[config.mk]
export PLATFORM = sky130hd
export DESIGN_NAME = kcr_ctrl
export DESIGN_NICKNAME = d
export VERILOG_FILES = /design/src/hw/rtl/kcr_pkg.sv /design/src/hw/rtl/kcr_ctrl.sv
export SDC_FILE = /design/constraint.sdc
export NUM_CORES = 1
export LEC_CHECK = 0
export ABC_AREA = 1
export BUFFER_PORTS_ARGS = -buffer_cell sky130_fd_sc_hd__buf_2
export CAP_MARGIN = 20
export CORE_AREA = 2 2 39 41
export DETAILED_ROUTE_END_ITERATION = 7
export DIE_AREA = 0 0 41 43
export GPL_TIMING_DRIVEN = 0
export PLACE_DENSITY = 0.52
export SETUP_SLACK_MARGIN = 0.05
export SYNTH_ARGS = -nofsm -noshare
export SYNTH_HDL_FRONTEND = slang
export SYNTH_SLANG_ARGS = --single-unit
[constraint.sdc]
create_clock -name clk_i -period 3.1 [get_ports clk_i]
set_input_delay 0.62 -clock clk_i [delete_from_list [all_inputs] [get_ports clk_i]]
set_output_delay 0.62 -clock clk_i [all_outputs]
set_load 0.1 [all_outputs]
[src/hw/rtl/kcr_pkg.sv]
// package for the key combo remap table: types, codes and combo helpers
`timescale 1ns / 1ps
package kcr_pkg;

  localparam int unsigned EntriesPerBankDefault = 16;
  localparam int unsigned ModBytes = 4;
  localparam int unsigned KeyBytes = 6;
  localparam int unsigned ModW = 32;
  localparam int unsigned KeyW = 48;
  localparam int unsigned CntW = 3;
  localparam int unsigned ModPartW = ModW + CntW;
  localparam int unsigned KeyPartW = KeyW + CntW;
  localparam int unsigned EntryW = 2 * ModPartW + 2 * KeyPartW;
  localparam int unsigned RankW = 7;
  localparam int unsigned UsedCountW = 7;
  localparam int unsigned InDataW = 192;
  localparam int unsigned OutDataW = 184;

  typedef enum logic [2:0] {
    REQ_CLEAR    = 3'd0,
    REQ_ADD      = 3'd1,
    REQ_REMOVE   = 3'd2,
    REQ_COUNT    = 3'd3,
    REQ_READ     = 3'd4,
    REQ_CONFLICT = 3'd5,
    REQ_KEY_USED = 3'd6,
    REQ_NONE     = 3'd7
  } req_e;

  typedef enum logic [2:0] {
    ST_IDLE,
    ST_SCAN,
    ST_WRITE,
    ST_READ,
    ST_READ_WAIT,
    ST_DONE
  } state_e;

  typedef logic [ModPartW-1:0] mod_part_t;
  typedef logic [KeyPartW-1:0] key_part_t;

  typedef struct packed {
    mod_part_t tm;
    key_part_t tk;
    mod_part_t om;
    key_part_t ok;
  } entry_t;

  // controller to datapath
  typedef struct packed {
    logic load;       // capture request
    logic scan_start; // reset scan state
    logic scan_step;  // inspect current slot, advance
    logic wr_entry;   // write captured entry at found slot
    logic wr_zero;    // clear the used mark of the slot being removed
    logic rd_issue;   // issue ram read at found slot
    logic res_set;    // publish result
  } kcr_cmd_t;

  // datapath to controller
  typedef struct packed {
    logic   scan_last;
    logic   found;
    logic   free_found;
    req_e   req;
  } kcr_sts_t;

  function automatic logic [2:0] clamp_cnt(input logic [2:0] c, input logic [2:0] mx);
    return (c > mx) ? mx : c;
  endfunction

  // multiset compare of n bytes: count of each byte value equal in both
  function automatic logic mset_eq6(input logic [47:0] a, input logic [47:0] b,
                                    input logic [2:0] n);
    logic ok;
    logic [2:0] ca;
    logic [2:0] cb;
    ok = 1'b1;
    for (int i = 0; i < 6; i++) begin
      ca = '0;
      cb = '0;
      for (int j = 0; j < 6; j++) begin
        if (j < n && a[8*j +: 8] == a[8*i +: 8]) ca = ca + 3'd1;
        if (j < n && b[8*j +: 8] == a[8*i +: 8]) cb = cb + 3'd1;
      end
      if (i < n && ca != cb) ok = 1'b0;
    end
    return ok;
  endfunction

  function automatic logic byte_in(input logic [47:0] w, input logic [2:0] n,
                                   input logic [7:0] k);
    logic f;
    f = 1'b0;
    for (int i = 0; i < 6; i++) begin
      if (i < n && w[8*i +: 8] == k) f = 1'b1;
    end
    return f;
  endfunction

endpackage

[src/hw/rtl/kcr_ctrl.sv]
// controller state machine and stream handshake
`timescale 1ns / 1ps
module kcr_ctrl (
  input  logic              clk_i,
  input  logic              rst_ni,
  input  logic              in_valid_i,
  output logic              in_ready_o,
  output logic              out_valid_o,
  input  logic              out_ready_i,
  input  kcr_pkg::kcr_sts_t sts_i,
  output kcr_pkg::kcr_cmd_t cmd_o
);
  import kcr_pkg::*;

  state_e state_q, state_d;
  logic   ovalid_q, ovalid_d;

  always_ff @(posedge clk_i or negedge rst_ni) begin
    if (!rst_ni) begin
      state_q  <= ST_IDLE;
      ovalid_q <= 1'b0;
    end else begin
      state_q  <= state_d;
      ovalid_q <= ovalid_d;
    end
  end

  assign out_valid_o = ovalid_q;

  always_comb begin
    state_d    = state_q;
    ovalid_d   = ovalid_q;
    cmd_o      = '0;
    in_ready_o = 1'b0;
    if (ovalid_q && out_ready_i) ovalid_d = 1'b0;
    case (state_q)
      ST_IDLE: begin
        in_ready_o = 1'b1;
        if (in_valid_i) begin
          cmd_o.load       = 1'b1;
          cmd_o.scan_start = 1'b1;
          state_d          = ST_SCAN;
        end
      end
      ST_SCAN: begin
        cmd_o.scan_step = 1'b1;
        if (sts_i.scan_last) begin
          if (sts_i.req == REQ_ADD) state_d = ST_WRITE;
          else if (sts_i.req == REQ_READ) state_d = ST_READ;
          else state_d = ST_DONE;
        end
      end
      ST_WRITE: begin
        cmd_o.wr_entry = sts_i.free_found && !sts_i.found;
        state_d        = ST_DONE;
      end
      ST_READ: begin
        cmd_o.rd_issue = 1'b1;
        state_d        = ST_READ_WAIT;
      end
      ST_READ_WAIT: begin
        // ram read data arrives
        state_d = ST_DONE;
      end
      ST_DONE: begin
        // wait until the previous result is gone
        if (!ovalid_q || out_ready_i) begin
          cmd_o.res_set = 1'b1;
          cmd_o.wr_zero = sts_i.found;
          ovalid_d      = 1'b1;
          state_d       = ST_IDLE;
        end
      end
      default: state_d = ST_IDLE;
    endcase
  end
endmodule

; ---- Yosys cells after proc, flatten, opt, wreduce, memory -nomap -nowiden
; Cells that the tools add are included.
[classes]
n_eq_ne = 10
mux = 19
reduce_logical = 8
[op_table]
columns = op, count
row1 = $mux 3, 5
row2 = $pmux 3 s5, 1
row3 = $mux 1, 11
row4 = $eq 3x3->1 const B, 3
row5 = $eq 3x1->1 const B, 2
row6 = $eq 3x2->1 const B, 2
row7 = $ne 2x2->1 const B, 3
row8 = $mux 2, 2
row9 = $logic_not 3->1, 1
row10 = $reduce_and 3->1, 1
row11 = $logic_and 1x1->1, 2
row12 = $logic_not 1->1, 2
row13 = $reduce_or 2->1, 1
row14 = $logic_or 1x1->1, 1
[word_totals]
reg_bits = 4
output_inout_bits = 9

; ---- Longest topological paths before layout
; Gate-level depths: netlist of the first run.
[depth]
depth_word = 5
mapped_depth = 8

; ---- Least setup slack after synthesis of the first run
; No wires, ideal clock.
[synth_path]
path_type = register to output
startpoint = register state_q[0]
endpoint = output port cmd_o[6] (netlist bit)
arrival_time_ns = 2.472
required_time_ns = 2.480
path_slack_ns = 0.008
stages_incl_launch_ff = 6
path_buffers = 2
cell_sequence = dfrtp_1 -> buf_6 -> nor2_1 -> nand2_1 -> nor2_1 -> buf_4
[synth_rtl]
columns = item, line
row1 = "start, declared", kcr_ctrl.sv:15  ; state_e state_q, state_d;
row2 = "start signal, assigned", kcr_ctrl.sv:23  ; state_q <= state_d;
row3 = "end, declared", kcr_ctrl.sv:11  ; output kcr_pkg::kcr_cmd_t cmd_o

==> impl_metrics.yaml, run 1 <==
timing:
  hold_viol_final: 0
  fmax_ghz: 0.449
  rsz0062_at_grt: "no"
  layout_min_cycle_time_ns: 2.23
  fin_worst_skew_ns: 0.00149
  slew_viol_final: 0
  whs_ns: 0.179
  slew_headroom_pct: 67.6
  post-route-period-util_pct: 71.8
  worstMarginPinSlew_ns: 0.489
  setup_tns_ns: 0
  finalSetupViolCount: 0
layout:
  fin_nets: 90
  syn_to_final_growth_pct: 39.1
  drive_above_1_share_pct: 34.6
  fill_cells: 162
  diodes: 0
setup_path:
  critPathTopFamily: "buffers and inverters"
  path_cells: "buf_6, nor2_1, nand2_1, nor2_2, buf_4, buf_2"
  critPathCaptureType: "output pin"
  path_max_fanout: 8
  start_kind: "flop"
  critical_path_required_ns: 2.48
  crit_arrival_ns: 1.61
  cp_num_buf_inv: 3
  cp_slowest_cell: "buf_2"
  crit_path_max_incr_delay_ns: 0.41
  worst-setup-path-type: "reg2out"
yosys:
  netlist_area_um2: 345
  synth_nets: 67
  ys.flop_type: "dfrtp_1"
  synth_common_cells: "nand2_1, inv_1, nor2_1"
  synth_warnings: 0
  synth_area_leaders: "dfrtp_1, nand2_1, inv_1"
  synthMostInstantiatedCell: "nand2_1"
  syn_inst: 57
  synth-edff-count: 0
  synth_seq_cells: 4
  syn_area_per_cell_um2: 6.06
  yosys.area.top_type: "dfrtp_1"
  yosysSeqAreaShare_pct: 29.0
  synth_top_area_share_pct: 29.0
  synth.distinct_cells: 16
  synthArstFlopShare_pct: 100
run:
  maxCapViolations: 0
clock_tree:
  cts_resized: 0
  clock_sinks: 4
  cts_tree: "done"
  root_buffer: "clkbuf_4"
  hold_buffers: 0
  cts.clk_slew.worst_paths_ns: 0.04
  clk_latency_ns: 0.23
  cts_buffers: 3
  cts_buffer_depth: 2
  postCtsSetupRepairBufs: 0
  htree_levels: 1
detailed_routing:
  drtAntennaViolNets: 0
  drt_iter0_drc: 5
  highest_layer: "met3"
  dr.pass1.iters: 2
  wirelength_um: 734
  vias_per_cell: 4.10
  vias: 385
  drt-met1-wl_um: 315
  wl_per_cell_um: 7.81
  drc: 0
  route.met2.wl_um: 385
  met3_length_um: 33
placed_design:
  hpwl_um: 616
  gp_congestion: 0.722
  portBuffers: 18
floorplan:
  core_area_um2: 1380
  chipHeight_um: 43
  start_util_pct: 25.0
  dieArea_um2: 1760
  row_count: 14
  die_w_um: 41
  io_pins: 19
grt:
  track_usage_pct: 10.3
  overflow: 0
  antenna_found_initial: 0
  grt_pass1_wl_mm: 1.20
  grt_pass1_vias: 325
  grt_max_degree: 9
status:
  status: "finished clean"
worst_hold_path:
  hp-class: "in2async"
-- logic make-up after synthesis --
kind of cell           count (synthesis)  synth area share, %
AOI/OAI and AO/OA                      3                 5.07
buffers and inverters                 15                 19.6
DFF                                    4                 29.0
and+or+nand+nor                       35                 46.4
-- area by class of cell --
cell class | count | area, µm² | area share, %
Clock buffer | 3 | 22.5 | 4.69
Inverter | 13 | 48.8 | 10.2
Buffer | 2 | 18.8 | 3.91
Timing Repair Buffer | 18 | 90.1 | 18.7
Sequential cell | 4 | 100 | 20.8
Tap cell | 16 | 20.0 | 4.17
Multi-Input combinational cell | 38 | 180 | 37.5
-- final timing paths --
check	from	slack, ns	depth (start not counted)	end
worst min-delay path	rst_ni	0.18	1	state_q[0]
worst max-delay path	state_q[0]	0.87	6	cmd_o[6]
worst min register to register	state_q[2]	0.69	2	out_valid_o
max in group asynchronous	rst_ni	2.81	1	state_q[1]
min in group clk_i	sts_i[1]	0.68	4	state_q[1]
worst max register to register	state_q[0]	1.98	7	state_q[2]
-- flip-flops by register name, indices dropped and copies added, names as in the netlist --
name,cells
state_q,3
out_valid_o,1
-- per-layer routing --
metal	up-vias	GRT usage, %
met5	-	0
met4	0	8.00
met3	0	3.14
met2	10	15.6
met1	161	11.1
li1	214	-
-- stage by stage --
stage / util, % / setup slack (ns) / cell area [µm²] / instances
6_report: 34.7 / 0.873 / 480 / 94
3_5_place_dp: 33.1 / 1.02 / 458 / 91
3_3_place_gp: 33.1 / 1.03 / 458 / 91
4_1_cts: 34.7 / 0.849 / 480 / 94
2_1_floorplan: - / 0.129 / 348 / 57
5_1_grt: 34.7 / 0.730 / 480 / 94
-- placed cells by master (no fill, tap or decap) --
master    netlist  routed
nor2_4          1       1
nor2_1          9       8
dfrtp_1         4       4
or2_1           1       1
nor3_1          1       1
nand4_1         2       2
inv_2           1       1
buf_6           1       1
nand3_1         5       5
a21oi_1         1       1
a21boi_1        1       1
o21ai_0         1       1
nand2_1        15      15
clkbuf_4        0       3
inv_1          12      12
nor2_2          0       1
buf_2           0      18
buf_4           1       1
nand3_2         1       1
Power of run 1 is not shown: default switching activity piles up to over one toggle a cycle in this logic, so the estimate is an artifact.
==> run 2, diff against run 1 <==
clock period = 2.3 ns   (was 3.1 ns; I/O delays follow)
==> run 2 against run 1 <==
  * Clock-buffer cell count stayed put
  * Wire length is 6.9% higher
  * Setup slack worse by 0.67 ns
  * Utilization is 1.6 points higher
  * Largest cell class unchanged
  * Clock skew is 0.0022 ns higher
  * Sequential share of layout area is 0.93 points lower
  * Die area stayed put
  * Global-route usage is 1.2 points higher
  * Worst hold slack worse by 0.16 ns
  * Final cell count stayed put
  * Register-to-register slack worse by 0.87 ns
  * Flip-flop and latch count stayed put
==> impl_metrics.yaml, run 2 (synthesis gave the netlist of run 1 again) <==
status:
  status: "finished clean"
clock_tree:
  root_buffer: "clkbuf_4"
  cts_tree: "done"
  clk_latency_ns: 0.23
  hold_buffers: 0
  cts_resized: 0
  cts_buffer_depth: 2
  postCtsSetupRepairBufs: 0
  htree_levels: 1
  cts.clk_slew.worst_paths_ns: 0.04
  clock_sinks: 4
  cts_buffers: 3
layout:
  fill_cells: 164
  final_cell_mix: "buf_2, nand2_1, inv_1"
  final_common_cell: "buf_2"
  largest_reg_flops: 3
  syn_to_final_growth_pct: 45.7
  diodes: 0
  fin_nets: 90
  largest-register: "state_q"
  drive_above_1_share_pct: 38.5
grt:
  antenna_found_initial: 0
  overflow: 0
  track_usage_pct: 11.5
  grt_pass1_vias: 367
  grt_max_degree: 9
  grt_pass1_wl_mm: 1.38
floorplan:
  chipHeight_um: 43
  dieArea_um2: 1760
  row_count: 14
  core_area_um2: 1380
  start_util_pct: 25.0
  io_pins: 19
  die_w_um: 41
timing:
  slew_viol_final: 0
  worstMarginPinSlew_ns: 0.489
  fin_worst_skew_ns: 0.00366
  post-route-period-util_pct: 91.0
  slew_headroom_pct: 67.6
  hold_viol_final: 0
  fmax_ghz: 0.478
  finalSetupViolCount: 0
  rsz0062_at_grt: "no"
  setup_tns_ns: 0
  layout_min_cycle_time_ns: 2.09
worst_hold_path:
  hp-class: "in2async"
run:
  maxCapViolations: 0
detailed_routing:
  dr.pass1.iters: 2
  drtAntennaViolNets: 0
  vias_per_cell: 4.18
  drt_iter0_drc: 1
  wirelength_um: 785
  vias: 393
  wl_per_cell_um: 8.35
  drc: 0
placed_design:
  hpwl_um: 660
  portBuffers: 18
  gp_congestion: 0.713
setup_path:
  critical_path_required_ns: 1.84
  critPathCaptureType: "output pin"
  start_kind: "flop"
  worst-setup-path-type: "reg2out"
  path_max_fanout: 8
  crit_arrival_ns: 1.63
run 2: changes by cell type in the layout (fill, tap and decap cells not counted):
cell / previous run / this run
nor2_4: 1 / 4
nor2_1: 8 / 5
run 2: final timing paths:
kind	slack (ns)	startpoint	cells past startpoint	to
max	0.21	state_q[0]	6	cmd_o[6]
min	0.02	rst_ni	1	out_valid_o
max reg2reg	1.11	state_q[1]	6	state_q[2]
min reg2reg	0.71	state_q[1]	3	state_q[0]
max in group asynchronous	2.16	rst_ni	1	state_q[1]
min in group clk_i	0.53	sts_i[1]	4	state_q[1]
run 2: cell type report:
cell class                      count  area [µm²]  area share, %
Timing Repair Buffer               18        90.1           17.9
Clock buffer                        3        22.5           4.48
Sequential cell                     4         100           19.9
Tap cell                           16        20.0           3.98
Multi-Input combinational cell     38         203           40.3
Inverter                           13        48.8           9.70
Buffer                              2        18.8           3.73
run 2: critical path: stages, from the launching register on:
cell	delay, ns
dfrtp_1	0.37
buf_6	0.13
nor2_1	0.16
nand2_1	0.13
nor2_4	0.10
buf_4	0.10
buf_2	0.41
run 2: per-layer routing:
metal	up-vias	GRT usage (%)	share of wire, %
met5	-	0	0
met4	0	8.00	0
met3	0	1.57	4.6
met2	9	18.1	52
met1	169	13.4	43
li1	215	-	-
run 2: metrics by stage:
step	setup slack [ns]	instances	util, %	hold slack, ns	area (µm²)
2_1_floorplan	0.0613	57	-	0.164	370
3_3_place_gp	0.459	91	34.7	0.264	480
3_5_place_dp	0.444	91	34.7	0.267	480
4_1_cts	0.188	94	36.3	0.0163	503
5_1_grt	0.111	94	36.3	0.0238	503
6_report	0.206	94	36.3	0.0192	503
Power of run 2 is left out for the same reason.
==> run 3, diff against run 2 <==
==> constraint.sdc (replaced) <==
create_clock -name clk_i -period 2.3 [get_ports clk_i]
set_input_delay 0.23 -clock clk_i [delete_from_list [all_inputs] [get_ports clk_i]]
set_output_delay 0.23 -clock clk_i [all_outputs]
set_load 0.1 [all_outputs]
==> run 3 against run 2 <==
  * First-iteration DRC count increased to 3.0 times the previous value
  * Clock skew increased by 0.0037 ns
  * Register-to-register slack improved by 0.05 ns
  * Worst hold slack improved by 0.27 ns
==> impl_metrics.yaml, run 3 (synthesis gave the netlist of run 1 again) <==
placed_design:
  portBuffers: 18
  gp_congestion: 0.720
  hpwl_um: 632
  post_dp_cell_area_um2: 463
  place_ws_ns: 0.709
detailed_routing:
  wl_per_cell_um: 8.00
  drtAntennaViolNets: 0
  drc: 0
  vias_per_cell: 3.97
  vias: 377
  wirelength_um: 760
  drt_iter0_drc: 3
  dr.pass1.iters: 2
layout:
  diodes: 0
  fill_cells: 158
  fin_nets: 91
  largest_reg_flops: 3
  syn_to_final_growth_pct: 43.5
  largest-register: "state_q"
  final_common_cell: "buf_2"
  stdcell_area_um2: 495
  regArea_um2: 100
  final_cell_mix: "buf_2, nand2_1, inv_1"
  drive_above_1_share_pct: 36.7
  multi_input_area_um2: 185
timing:
  slew_viol_final: 0
  hold_viol_final: 0
  final.setup.worst_slack_ns: 0.473
  layout_min_cycle_time_ns: 1.83
  setup_tns_ns: 0
  worstMarginPinSlew_ns: 0.486
  rsz0062_at_grt: "no"
  slew_headroom_pct: 67.8
  finalSetupViolCount: 0
  fmax_ghz: 0.547
  fin_worst_skew_ns: 0.00738
  post-route-period-util_pct: 79.4
setup_path:
  cp_num_buf_inv: 3
  critPathCaptureType: "output pin"
  rr_worst_depth: 6
  worst-setup-path-type: "reg2out"
  critPathTopFamily: "buffers and inverters"
  crit_path_max_incr_delay_ns: 0.41
  rr_endpoint: "state_q[2]"
  rrSetupSlack_ns: 1.16
  path_cells: "buf_6, nor2_1, nand2_1, nor2_2, buf_4, buf_2"
  critical_path_required_ns: 2.07
  cp_slowest_cell: "buf_2"
  r2r_start: "state_q[1]"
  crit_arrival_ns: 1.60
  path_max_fanout: 8
  start_kind: "flop"
floorplan:
  core_area_um2: 1380
  row_count: 14
  die_w_um: 41
  start_util_pct: 25.0
  io_pins: 19
  chipHeight_um: 43
  dieArea_um2: 1760
grt:
  grt_pass1_vias: 331
  grt_pass1_wl_mm: 1.26
  overflow: 0
  grt_max_degree: 9
  track_usage_pct: 10.6
  antenna_found_initial: 0
clock_tree:
  cts_tree: "done"
  clock_sinks: 4
  cts_resized: 0
  clk_latency_ns: 0.23
  htree_levels: 1
  cts.clk_slew.worst_paths_ns: 0.04
  root_buffer: "clkbuf_4"
  cts_buffers: 3
  cts_buffer_depth: 2
  postCtsSetupRepairBufs: 0
  hold_buffers: 1
run:
  maxCapViolations: 0
worst_hold_path:
  hp-class: "in2reg"
  min_from: "sts_i[1]"
  hold_end: "state_q[1]"
  holdPathStages: 4
status:
  status: "finished clean"
## run 3: changes by cell type in the layout (fill, tap and decap cells not counted)
cell | before | now
nor2_4 | 4 | 1
nor2_2 | 1 | 3
dlygate4sd3_1 | 0 | 1
nor2_1 | 5 | 6
## run 3: tightest hold or removal path: stages
cell	delay, ns
buf_2	0.07
inv_1	0.05
nand3_1	0.08
nor3_1	0.04
## run 3: worst max-delay path by stage
stage | startpoint | end | slack, ns | depth (start not counted)
after floorplan | state_q[0] | cmd_o[6] | 0.11 | 5
after global placement | state_q[0] | cmd_o[6] | 0.71 | 6
after detailed placement | state_q[0] | cmd_o[6] | 0.71 | 6
after CTS | state_q[0] | cmd_o[6] | 0.46 | 6
after global routing | state_q[0] | cmd_o[6] | 0.35 | 6
final | state_q[0] | cmd_o[6] | 0.47 | 6
## run 3: metrics by stage
step	std cells	hold slack, ns	util [%]
floorplan	57	-0.0656	-
detailed placement	91	0.0369	33.5
global route	95	0.326	35.8
finish	95	0.288	35.8
global placement	91	0.0348	33.5
CTS	95	0.282	35.8
## run 3: metal layers
layer | part of all wire (%) | track usage (%) | vias to the layer above
li1 | - | - | 214
met1 | 46 | 12.5 | 157
met2 | 50 | 16.3 | 6
met3 | 3.7 | 1.57 | 0
met4 | 0 | 8.00 | 0
met5 | 0 | 0 | -
## run 3: final cells by class
cell class                      instances  share of cell area (%)
Buffer                                  2                    3.79
Timing Repair Buffer                   19                    20.2
Sequential cell                         4                    20.2
Clock buffer                            3                    4.55
Tap cell                               16                    4.04
Inverter                               13                    9.85
Multi-Input combinational cell         38                    37.4
Power of run 3 is left out for the same reason.
